--- src/design/ccct_divider.sv ---
// ----------------------------------------------------------------------------
// ccct_divider
// Restoring divider, one quotient bit per cycle, splits a raster index.
// ----------------------------------------------------------------------------
module ccct_divider #(
    parameter int NUM_W = 13,
    parameter int DEN_W = 7,
    parameter int QUO_W = 6,
    parameter int REM_W = 6
) (
    input  logic             clk,
    input  logic             rst_n,
    input  logic             start,
    input  logic [NUM_W-1:0] dividend,
    input  logic [DEN_W-1:0] divisor,
    output logic             done,
    output logic [QUO_W-1:0] quotient,
    output logic [REM_W-1:0] remainder
);
    localparam int CNT_W = $clog2(QUO_W + 1);

    logic             busy_reg, busy_next;
    logic             done_reg, done_next;
    logic [CNT_W-1:0] cnt_reg, cnt_next;
    logic [NUM_W-1:0] rem_reg, rem_next;
    logic [NUM_W-1:0] dsh_reg, dsh_next;
    logic [QUO_W-1:0] quo_reg, quo_next;
    logic             fits;

    assign fits = (rem_reg >= dsh_reg);

    always_comb
    begin
        busy_next = busy_reg;
        done_next = 1'b0;
        cnt_next  = cnt_reg;
        rem_next  = rem_reg;
        dsh_next  = dsh_reg;
        quo_next  = quo_reg;
        if (start)
        begin
            busy_next = 1'b1;
            cnt_next  = CNT_W'(QUO_W);
            rem_next  = dividend;
            dsh_next  = NUM_W'(divisor) << (QUO_W - 1);
            quo_next  = '0;
        end
        else if (busy_reg)
        begin
            if (fits)
            begin
                rem_next = rem_reg - dsh_reg;
            end
            quo_next = QUO_W'({quo_reg, fits});
            dsh_next = dsh_reg >> 1;
            cnt_next = cnt_reg - CNT_W'(1);
            if (cnt_reg == CNT_W'(1))
            begin
                busy_next = 1'b0;
                done_next = 1'b1;
            end
        end
    end

    always_ff @(posedge clk or negedge rst_n)
    begin
        if (!rst_n)
        begin
            busy_reg <= 1'b0;
            done_reg <= 1'b0;
            cnt_reg  <= '0;
            rem_reg  <= '0;
            dsh_reg  <= '0;
            quo_reg  <= '0;
        end
        else
        begin
            busy_reg <= busy_next;
            done_reg <= done_next;
            cnt_reg  <= cnt_next;
            rem_reg  <= rem_next;
            dsh_reg  <= dsh_next;
            quo_reg  <= quo_next;
        end
    end

    assign done      = done_reg;
    assign quotient  = quo_reg;
    assign remainder = rem_reg[REM_W-1:0];
endmodule

--- config.mk ---
export PLATFORM = sky130hd
export DESIGN_NAME = ccct_divider
export DESIGN_NICKNAME = d
export VERILOG_FILES = /design/src/design/ccct_divider.sv
export SDC_FILE = /design/constraint.sdc
export NUM_CORES = 1
export LEC_CHECK = 0
export ABC_AREA = 0
export BUFFER_PORTS_ARGS = -buffer_cell sky130_fd_sc_hd__buf_2
export CAP_MARGIN = 15
export CELL_PAD_IN_SITES_DETAIL_PLACEMENT = 0
export CELL_PAD_IN_SITES_GLOBAL_PLACEMENT = 1
export CORE_MARGIN = 2
export CORE_UTILIZATION = 47
export CTS_CLUSTER_SIZE = 40
export DETAILED_ROUTE_END_ITERATION = 6
export PLACE_DENSITY = 0.87
export SYNTH_ARGS = -nofsm -noshare
export SYNTH_HDL_FRONTEND = slang
export SYNTH_SLANG_ARGS = --single-unit
--- constraint.sdc ---
create_clock -name clk -period 4.5 [get_ports clk]
set_input_delay 0.45 -clock clk [delete_from_list [all_inputs] [get_ports clk]]
set_output_delay 0.45 -clock clk [all_outputs]
set_load 0.02 [all_outputs]
Word-level counts from Yosys, hierarchy flattened
Cells that the tools add are included.
W data, S select, Z words.

storage, ports and cells
  bits in registers = 37
  output and inout bits = 13
  logic and storage cells = 28

operators by class
  add/sub/neg operators = 2
  order comparisons = 1
  eq/ne operators = 1
  multiplexer cells = 15
  reductions and logical operators = 3

operators with widths
  kind                   number
  $mux W13               5
  $ge A13 B13 Y1         1
  $sub A13 B13 Y13       1
  $mux W6                2
  $mux W1                6
  $mux W3                2
  $reduce_bool A2 Y1     2
  $eq A3 B1 Y1 const B   1
  $sub A3 B1 Y3 const B  1
  $reduce_and A2 Y1      1

Depth between registers and ports, before layout
Gate-level depths: netlist of the first run.

  depth after elaboration = 4
  mapped depth = 10
  gate-level depth less buffers = 9

Worst setup path before layout of the first run
No wires, ideal clock.

  kind = register -> register
  start = register rem_reg[0]
  end = register rem_reg[12]
  arrival time = 2.319 ns
  data required time = 4.418 ns
  slack = 2.099 ns
  cell stages (with the launch flop) = 10
  path buffers = 0
  period minus slack after synthesis = 2.401 ns
  path through = dfrtp_1 > inv_1 > ha_1 > fa_1 > nor2b_4 > o31a_1 > o41a_1 > and3_1 > or4_1 > a31oi_1

on the way
  cells in the longest elaborated chain, start to end = 4

RTL lines
  item                    line  text
  start, declared         25    logic [NUM_W-1:0] rem_reg, rem_next;
  start signal, assigned  81    rem_reg <= rem_next;
  $sub A13 B13 Y13        52    rem_next = rem_reg - dsh_reg;
  $mux W13                50    if (fits)
  $mux W13                48    else if (busy_reg)
  $mux W13                40    if (start)

Several ways; a longest one is shown, not always the timed one. The select of a mux whose other input is x is not followed.
A chain may end at the register's enable or synchronous reset.

Worst setup path in the final report of the first run
  start = register dsh_reg[10]
  end = register rem_reg[11]

on the way
  cells in the longest elaborated chain, start to end = 4

RTL lines
  item                    line  text
  start, declared         26    logic [NUM_W-1:0] dsh_reg, dsh_next;
  start signal, assigned  82    dsh_reg <= dsh_next;
  $sub A13 B13 Y13        52
  $mux W13                50
  $mux W13                48
  $mux W13                40

Several ways; a longest one is shown, not always the timed one. The select of a mux whose other input is x is not followed.

==> results.md, run 1 <==
* Max Cap Viol at 0
* Final Cell Area at 2620 um^2
* Antenna diode count at 0
* Initial core utilization at 49.2%
* Root buffer cell: clkbuf_8
* Skew-Pair Late Insertion Delay at 280 ps
* Reg clk slew, reported paths at 80 ps
* Vias in the first global route at 1656
* Post-placement cell area at 2510 um^2
* CTS max path bufs at 2
* Final hold violations at 0
* DR vias/cell at 5.18
* PwrDens at 575 nW/um^2
* CTS tree: yes
* Peak VDD IR at 0.321 mV
* Area growth syn-to-layout at 11.2%
* Post-route ant nets at 0
* Initial DRC count at 65
* Delay-heaviest family, CP: compound AO/OA/AOI/OAI gates
* RSZ-0062 raised after global routing: no
* Synth unique cells at 50
* Warnings, synthesis at 0
* HP Class: in2async
* Layout cells sized above 1 at 17.9%
* Fin. max-slew vios at 0
* Startpoint Class: register
* Post-synth EDFFs at 0
* Leak pwr at 1.37 nW
* PortBufs at 35
* Commonest non-fill, non-tap cell in the layout: dfrtp_1
* Worst path buffer plus inverter count at 1
* Slew at the pin closest to its max-slew limit at 823 ps
* Antenna violations before repair at 0
* Setup CP Type: reg2reg
* CTS Buf Count at 5
* First-pass GRT wire length at 7.96 mm
* I/O pin total at 36
* Most frequent CP cell: a211o_1
* Asr flop ratio synth at 100%
* HPWL Detailed at 3.42 mm
* Syn Area/Cell at 9.30 um^2
* Sink Count at 36
* Die Ht at 74.8 um
* Finish-stage setup viols at 0
* Status: finished clean
* Hold_buf cts at 0
* Grt ovf at 0
* Synth Flop Type: dfrtp_1
* Post-CTS setup buffers at 0
* Wirelength per Cell at 13.9 um
* Final wirelength at 4.83 mm
* Area of the multi-input gates at 1270 um^2
* Worst path cell trace: inv_1 > ha_1 > a21o_1 > a211o_1 > a211o_1 > o21ai_2 > nor2_1 > a211o_1
* Final Cycle Share at 65.3%
* Site Rows at 25
* # resized after CTS at 0
* Share of the yosys chip area belonging to registers at 38.3%
* WP data arrival at 3110 ps
* Syn_nets at 291
* Core Area at 4790 um^2
* Mapped Area at 2350 um^2
* F_max at 0.340 GHz
* Number of detailed-route iterations in the first pass at 4
* Die Area at 5590 um^2
* Critical Path Fanout Max at 16
* Post-route setup TNS at 0 ps
* FILL cells at 451
* Post-route DRC at 0
* Worst setup EP type: register
* Fin nets at 317
* Largest net degree at the start of global routing at 49
* Clock Skew at 3.60 ps
* Gate Count Post-Synth at 253
* Crit path time final at 2940 ps
* FF+latch area at 901 um^2
* Max FFs per register at 13
* Crit-path max cell delay at 670 ps
* Vias at 1796
* Post-synthesis register bit count at 36
* H-tree depth at 2
* Commonest cells after routing, fill and taps aside: 36 x dfrtp_1, 35 x buf_2, 25 x nand2_1
* CP required at 4670 ps
* Gpl congestion at 0.792
* Total track usage at 18.8%
* Slew HR at 45.1%
* Crit-path slowest cell: o21ai_2
* Die Wd at 74.8 um
==> power breakdown <==
part           internal, mW  switching [mW]  total, mW
logic                 0.346           0.432      0.779
clock network         0.165           0.119      0.284
registers             0.393          0.0491      0.442
total                 0.904           0.601       1.50
==> worst reg2reg max path, delay by kind of cell, from the launching register on <==
kind | cells | cell delay [ps]
AO/OA/AOI/OAI | 5 | 1800
adder cells (fa/ha/maj) | 1 | 380
flip-flops | 1 | 370
AND/OR/NAND/NOR | 1 | 230
buffers and inverters | 1 | 50
==> cells in the mapped netlist, types with 2 or more instances <==
master	number	area (um^2)
o31ai_1	2	15.0
nand2b_1	5	31.3
a31oi_1	2	12.5
nor2_1	24	90.1
mux2_1	2	22.5
o21ai_0	7	35.0
ha_1	14	175
and4_1	2	17.5
o2bb2ai_1	2	17.5
dfrtp_1	36	901
a211o_1	4	35.0
clkbuf_1	7	26.3
o21ai_1	12	60.1
and2_1	2	12.5
and3_1	3	18.8
nor2b_1	5	31.3
o2111ai_1	2	17.5
nand2_1	25	93.8
buf_4	8	60.1
xnor2_1	5	43.8
a21oi_1	12	60.1
a21o_1	3	22.5
inv_1	19	71.3
xor2_1	3	26.3
mux2i_1	22	220
==> metrics by stage <==
| stage | hold WS [ps] | power, mW | instances | util, % | setup slack, ps |
|---|---|---|---|---|---|
| 2_1_floorplan | 154 | 1.10 | 253 | - | 2100 |
| 3_3_place_gp | 499 | 1.22 | 339 | 52.4 | 1700 |
| 3_5_place_dp | 503 | 1.23 | 339 | 52.4 | 1570 |
| 4_1_cts | 291 | 1.51 | 347 | 54.7 | 1550 |
| 5_1_grt | 323 | 1.63 | 347 | 54.7 | 1390 |
| 6_report | 253 | 1.50 | 347 | 54.7 | 1560 |
==> kinds of logic after synthesis <==
kind of cell	after synthesis	share of synthesized area, %
AO/OA/AOI/OAI	59	16.5
XOR/XNOR	8	2.98
adder cells (fa/ha/maj)	15	8.29
buffers and inverters	36	7.76
flip-flops	36	38.3
multiplexers	24	10.3
AND/OR/NAND/NOR	75	15.8
==> path summary, 6_finish.rpt <==
kind                                               from                 endpoint  slack [ps]  depth (start not counted)
worst min-delay path                              rst_n   cnt_reg[2]$_DFFE_PN0P_         250                          1
worst min register to register   cnt_reg[1]$_DFFE_PN0P_   cnt_reg[1]$_DFFE_PN0P_         530                          2
min in group clk                            dividend[4]   rem_reg[4]$_DFFE_PN0P_         370                          3
worst max-delay path            dsh_reg[10]$_DFFE_PN0P_  rem_reg[11]$_DFFE_PN0P_        1560                          8
worst max register to register  dsh_reg[10]$_DFFE_PN0P_  rem_reg[11]$_DFFE_PN0P_        1560                          8
max in group asynchronous                         rst_n   dsh_reg[5]$_DFFE_PN0P_        3740                          1
==> routing by layer <==
metal,track usage [%],up-vias,wire [um]
met1,28.2,836,2460
met5,0,-,0
met4,5.56,0,59
met3,4.15,6,144
li1,-,924,-
met2,27.3,30,2170
==> area by class of cell <==
type,count,area share [%]
clock buffers,6,2.77
inverters,19,2.73
well taps,67,3.20
repair buffers,36,6.98
multi-input cells,181,48.5
flip-flops and latches,36,34.4
clock inverters,2,1.34
No activity file was read; power rests on OpenSTA's default activity.
==> inputs of run 2 (changes only) <==
--- a/config.mk
+++ b/config.mk
@@ -11,10 +11,10 @@
 export CELL_PAD_IN_SITES_DETAIL_PLACEMENT = 0
 export CELL_PAD_IN_SITES_GLOBAL_PLACEMENT = 1
 export CORE_MARGIN = 2
-export CORE_UTILIZATION = 47
+export CORE_UTILIZATION = 43
 export CTS_CLUSTER_SIZE = 40
 export DETAILED_ROUTE_END_ITERATION = 6
-export PLACE_DENSITY = 0.87
+export PLACE_DENSITY = 0.81
 export SYNTH_ARGS = -nofsm -noshare
 export SYNTH_HDL_FRONTEND = slang
 export SYNTH_SLANG_ARGS = --single-unit
==> constraint.sdc (replaced) <==
create_clock -name clk -period 3 [get_ports clk]
set_input_delay 0.3 -clock clk [delete_from_list [all_inputs] [get_ports clk]]
set_output_delay 0.3 -clock clk [all_outputs]
set_load 0.02 [all_outputs]
==> run 2 against run 1 <==
Net effect:
- flip-flop and latch count stayed put
- via count is 1.7% higher
- worst hold slack worse by 140 ps
- critical path depth is 1 higher
- sequential share of layout area is 0.34 points lower
- count of clock-buffer cells in the layout stayed put
- total power is 52% higher
- first-iteration DRC count is 32% lower
- fmax is 16% higher
- worst setup slack worse by 1100 ps
- largest power group unchanged
- highest routed layer unchanged
==> results.md, run 2 (synthesis gave the netlist of run 1 again) <==
* Sw power at 0.906 mW
* Gpl congestion at 0.858
* Commonest cells after routing, fill and taps aside: 36 x dfrtp_1, 35 x buf_2, 25 x nand2_1
* Max FFs per register at 13
* I/O pin total at 36
* PortBufs at 35
* Leak pwr at 1.38 nW
* Status: finished clean
* Crit-path slowest cell: or4_1
* RSZ-0062 raised after global routing: no
* Startpoint Class: register
* WP data arrival at 2740 ps
* Pre-CTS WS at 483 ps
* Number of detailed-route iterations in the first pass at 4
* PwrDens at 863 nW/um^2
* CTS max path bufs at 2
* Final hold violations at 0
* Grt ovf at 0
* HP Class: in2async
* Peak VDD IR at 0.591 mV
* R2R Setup Slk at 460 ps
* Fin nets at 320
* Antenna diode count at 0
* Skew-Pair Late Insertion Delay at 280 ps
* First-pass GRT wire length at 8.39 mm
* Antenna violations before repair at 0
* Vias in the first global route at 1759
* Setup CP Type: reg2reg
* Post-route ant nets at 0
* H-tree depth at 2
* Max Cap Viol at 0
* Delay-heaviest family, CP: compound AO/OA/AOI/OAI gates
* Worst path buffer plus inverter count at 1
* Die Ht at 78.0 um
* Slew HR at 45.4%
* Area growth syn-to-layout at 12.3%
* HPWL Detailed at 3.68 mm
* Post-CTS setup buffers at 0
* Sink Count at 36
* Initial core utilization at 45.2%
* CP required at 3200 ps
* CTS Buf Count at 5
* Final Cycle Share at 84.6%
* Switching Fraction at 39.7%
* DR vias/cell at 5.18
* Die Wd at 78.0 um
* Reg clk slew, reported paths at 70 ps
* Crit path time final at 2540 ps
* CTS tree: yes
* Sequential share of power at 29.1%
* Logic gate share of total power at 52.9%
* Die Area at 6080 um^2
* Clock network power share at 18.0%
* Post-route DRC at 0
* Post-route setup TNS at 0 ps
* Vias at 1827
* Hold_buf cts at 0
* Site Rows at 26
* Final wirelength at 5.01 mm
* Crit-path max cell delay at 460 ps
* Worst setup EP type: register
* Core Area at 5200 um^2
* Final worst setup slack at 461 ps
* Critical Path Fanout Max at 3
* Final Power at 2.28 mW
* Wirelength per Cell at 14.2 um
* Slew at the pin closest to its max-slew limit at 819 ps
* Layout cells sized above 1 at 18.7%
* Commonest non-fill, non-tap cell in the layout: dfrtp_1
* # resized after CTS at 0
* Largest net degree at the start of global routing at 37
* Clock Skew at 3.79 ps
* Root buffer cell: clkbuf_8
* F_max at 0.394 GHz
* Worst path cell trace: inv_1 > ha_1 > fa_1 > nor2b_4 > o31a_1 > o41a_1 > and3_1 > or4_1 > a31oi_1
* Total track usage at 17.3%
* P_int at 1.37 mW
* Initial DRC count at 44
* Fin. max-slew vios at 0
* Finish-stage setup viols at 0
[run 2: area by class of cell]
type                    count  area, um^2
inverters                  19        71.3
fillers                   511        2560
repair buffers             39         205
multi-input cells         181        1270
flip-flops and latches     36         901
clock buffers               6        72.6
clock inverters             2        35.0
well taps                  70        87.6
[run 2: path summary, 6_finish.rpt]
| path | start | end | cells past startpoint |
|---|---|---|---|
| setup / recovery | rem_reg[0]$_DFFE_PN0P_ | rem_reg[12]$_DFFE_PN0P_ | 9 |
| hold / removal | rst_n | dsh_reg[2]$_DFFE_PN0P_ | 1 |
| setup reg to reg | rem_reg[0]$_DFFE_PN0P_ | rem_reg[12]$_DFFE_PN0P_ | 9 |
| hold reg to reg | quotient[5]$_DFFE_PN0P_ | quotient[5]$_DFFE_PN0P_ | 2 |
| max in group asynchronous | rst_n | dsh_reg[3]$_DFFE_PN0P_ | 1 |
| min in group clk | dividend[0] | rem_reg[0]$_DFFE_PN0P_ | 3 |
[run 2: power by group through the flow]
stage	clock [mW]	sequential [mW]	combinational, mW
floorplan	0	0.665	0.993
global placement	0	0.670	1.20
detailed placement	0	0.671	1.20
CTS	0.424	0.664	1.21
global route	0.446	0.679	1.35
finish	0.412	0.664	1.21
[run 2: metrics by stage]
stage | utilization, % | std cells | hold WS [ps] | area (um^2)
after floorplan | - | 253 | 4.41 | 2350
after global routing | 50.8 | 353 | 160 | 2640
final | 50.8 | 353 | 117 | 2640
after global placement | 48.7 | 345 | 451 | 2530
after detailed placement | 48.7 | 345 | 448 | 2530
after CTS | 50.8 | 353 | 139 | 2640
[run 2: routing by layer]
metal / wire [um] / share of wire (%) / up-vias / GRT usage, %
met3: 227 / 4.5 / 8 / 4.42
met2: 2180 / 44 / 40 / 26.7
li1: - / - / 929 / -
met1: 2520 / 50 / 850 / 23.9
met4: 71 / 1.4 / 0 / 5.26
met5: 0 / 0 / - / 0
==> inputs of run 3 (changes only) <==
--- a/config.mk
+++ b/config.mk
@@ -11,10 +11,10 @@
 export CELL_PAD_IN_SITES_DETAIL_PLACEMENT = 0
 export CELL_PAD_IN_SITES_GLOBAL_PLACEMENT = 1
 export CORE_MARGIN = 2
-export CORE_UTILIZATION = 43
+export CORE_UTILIZATION = 39
 export CTS_CLUSTER_SIZE = 40
 export DETAILED_ROUTE_END_ITERATION = 6
-export PLACE_DENSITY = 0.81
+export PLACE_DENSITY = 0.78
 export SYNTH_ARGS = -nofsm -noshare
 export SYNTH_HDL_FRONTEND = slang
 export SYNTH_SLANG_ARGS = --single-unit
==> constraint.sdc (replaced) <==
create_clock -name clk -period 2.05 [get_ports clk]
set_input_delay 0.205 -clock clk [delete_from_list [all_inputs] [get_ports clk]]
set_output_delay 0.205 -clock clk [all_outputs]
set_load 0.02 [all_outputs]
==> run 3 against run 2 <==
Net effect:
- the flow now finishes with violations (hold timing, setup timing)
- cell count increased by 19%
- first-iteration DRC count increased by 110%
- count of clock-buffer cells in the layout decreased by 1
- sequential share of layout area decreased by 7.4 points
- sequential power increased by 48%
- die area increased by 9.7%
- non-clock buffer count increased by 62
- via count increased by 16%
- worst hold slack got worse by 120 ps
- combinational power increased to 2.5 times the previous value
==> results.md, run 3 (synthesis gave the netlist of run 1 again) <==
* DP Cell Count at 397
* I/O pin total at 36
* FF+latch area at 901 um^2
* Initial core utilization at 40.0%
* Final wirelength at 6.06 mm
* F_max at 0.419 GHz
* Final Cycle Share at 116%
* FILL cells at 528
* Worst Setup SP: rem_reg[0]$_DFFE_PN0P_
* First-pass GRT wire length at 9.61 mm
* RR Startpoint: rem_reg[0]$_DFFE_PN0P_
* Commonest non-fill, non-tap cell in the layout: buf_4
* Post-route DRC at 0
* Commonest cells after routing, fill and taps aside: 56 x buf_4, 36 x dfrtp_1, 35 x buf_2
* Met3 Use GR at 3.63%
* Antenna violations before repair at 0
* PortBufs at 35
* Fin. max-slew vios at 0
* Post-placement cell area at 2920 um^2
* Area of the multi-input gates at 1480 um^2
* Peak VDD IR at 0.677 mV
* HP Class: in2async
* Vias in the first global route at 2047
* Leak pwr at 1.72 nW
* Non-filler cells, final at 420
* Reg clk slew, reported paths at 80 ps
* Met1 usage in global routing at 24.5%
* Core Area at 5890 um^2
* Pre-CTS WS at -413 ps
* Final hold violations at 2
* Root buffer cell: clkbuf_8
* CTS max path bufs at 2
* Fin nets at 382
* GR peak layer: met2
* Largest net degree at the start of global routing at 41
* H-tree depth at 2
* PwrDens at 1380 nW/um^2
* Die Wd at 81.7 um
* Site Rows at 28
* Setup CP Type: reg2reg
* Failing checks: hold timing, setup timing
* Sink Count at 36
* Critical path destination: rem_reg[12]$_DFFE_PN0P_
* Area growth syn-to-layout at 43.4%
* Worst R2R End: rem_reg[12]$_DFFE_PN0P_
* HPWL Detailed at 4.11 mm
* Reg2Reg Depth at 9
* Total track usage at 19.1%
* CP required at 2270 ps
* Die Area at 6670 um^2
* Slew HR at 45.5%
* Gpl congestion at 0.859
* Antenna diode count at 0
* Worst hold slack at -3.73 ps
* Global routing usage on met2 at 31.7%
* RSZ-0062 raised after global routing: yes
* WP data arrival at 2600 ps
* Number of detailed-route iterations in the first pass at 4
* Post-route ant nets at 0
* Clock Skew at 6.52 ps
* R2R Setup Slk at -340 ps
* Crit path time final at 2390 ps
* CTS Buf Count at 5
* Status: finished, violations left
* Layout cells sized above 1 at 42.9%
* Initial DRC count at 93
* Finish-stage setup viols at 14
* Die Ht at 81.7 um
* Skew-Pair Late Insertion Delay at 300 ps
* Startpoint Class: register
* Critical Path Fanout Max at 2
* Final worst setup slack at -336 ps
* Grt ovf at 0
* Vias at 2128
* Final Power at 4.66 mW
* Slew at the pin closest to its max-slew limit at 818 ps
* Post-route core utilization at 57.3%
* Max FFs per register at 13
* CTS tree: yes
* Worst setup EP type: register
* Final Cell Area at 3370 um^2
* Wirelength per Cell at 14.4 um
* Max Cap Viol at 0
* DR vias/cell at 5.07
==> run 3: cell count changes in the layout (fill, tap and decap cells not counted), moves of 2 or more <==
cell | previous run | this run
ha_1 | 14 | 8
inv_1 | 19 | 13
buf_4 | 4 | 56
o2111ai_1 | 2 | 0
mux2_1 | 2 | 0
and3_4 | 0 | 2
ha_4 | 0 | 6
a21oi_2 | 0 | 4
and4_4 | 0 | 2
mux2_4 | 0 | 2
a21oi_1 | 12 | 8
inv_2 | 0 | 6
buf_6 | 0 | 8
==> run 3: final cells by class <==
class	instances	share of cell area, %
clock buffers	5	2.04
repair buffers	101	21.4
inverters	19	2.11
flip-flops and latches	36	26.7
multi-input cells	181	43.8
well taps	75	2.78
clock inverters	3	1.26
==> run 3: stage by stage <==
step           TNS [ps]  hold slack [ps]
4_1_cts           -2790             32.8
3_5_place_dp      -4900              350
6_report          -2430            -3.73
3_3_place_gp      -4130              360
2_1_floorplan     -1670            -90.6
5_1_grt           -3790             66.7
==> run 3: worst min-delay path by stage <==
stage               startpoint                      end  slack [ps]  depth (start not counted)
floorplan                rst_n       busy_reg$_DFF_PN0_         -90                          0
global placement         rst_n  rem_reg[12]$_DFFE_PN0P_         360                          1
detailed placement       rst_n  rem_reg[12]$_DFFE_PN0P_         350                          1
CTS                      rst_n   rem_reg[5]$_DFFE_PN0P_          30                          1
global route             rst_n   dsh_reg[9]$_DFFE_PN0P_          70                          1
finish                   rst_n  rem_reg[12]$_DFFE_PN0P_          -4                          1
==> run 3: report_power, final <==
group,internal (mW),switching (mW)
combinational,1.66,1.39
clock,0.360,0.271
sequential,0.862,0.123
==> run 3: critical path, stage by stage (launching register included) <==
cell and delay (ps):
dfrtp_1 390, inv_2 90, ha_4 150, fa_2 230, nor2b_4 50, o31a_1 260
o41a_1 360, and3_4 190, or4_4 460, a31oi_1 130
==> run 3: routing by layer <==
metal,vias to the layer above,wire (um)
li1,1061,-
met1,1004,2740
met2,47,2960
met3,16,218
met4,0,138
met5,-,0
==> run 3: repair_timing <==
action	4_1_cts	5_1_grt
resized for setup	22	25
setup endpoints to repair	14	14
pin swaps	8	10
buffers inserted	8	11
hold buffers	0	0
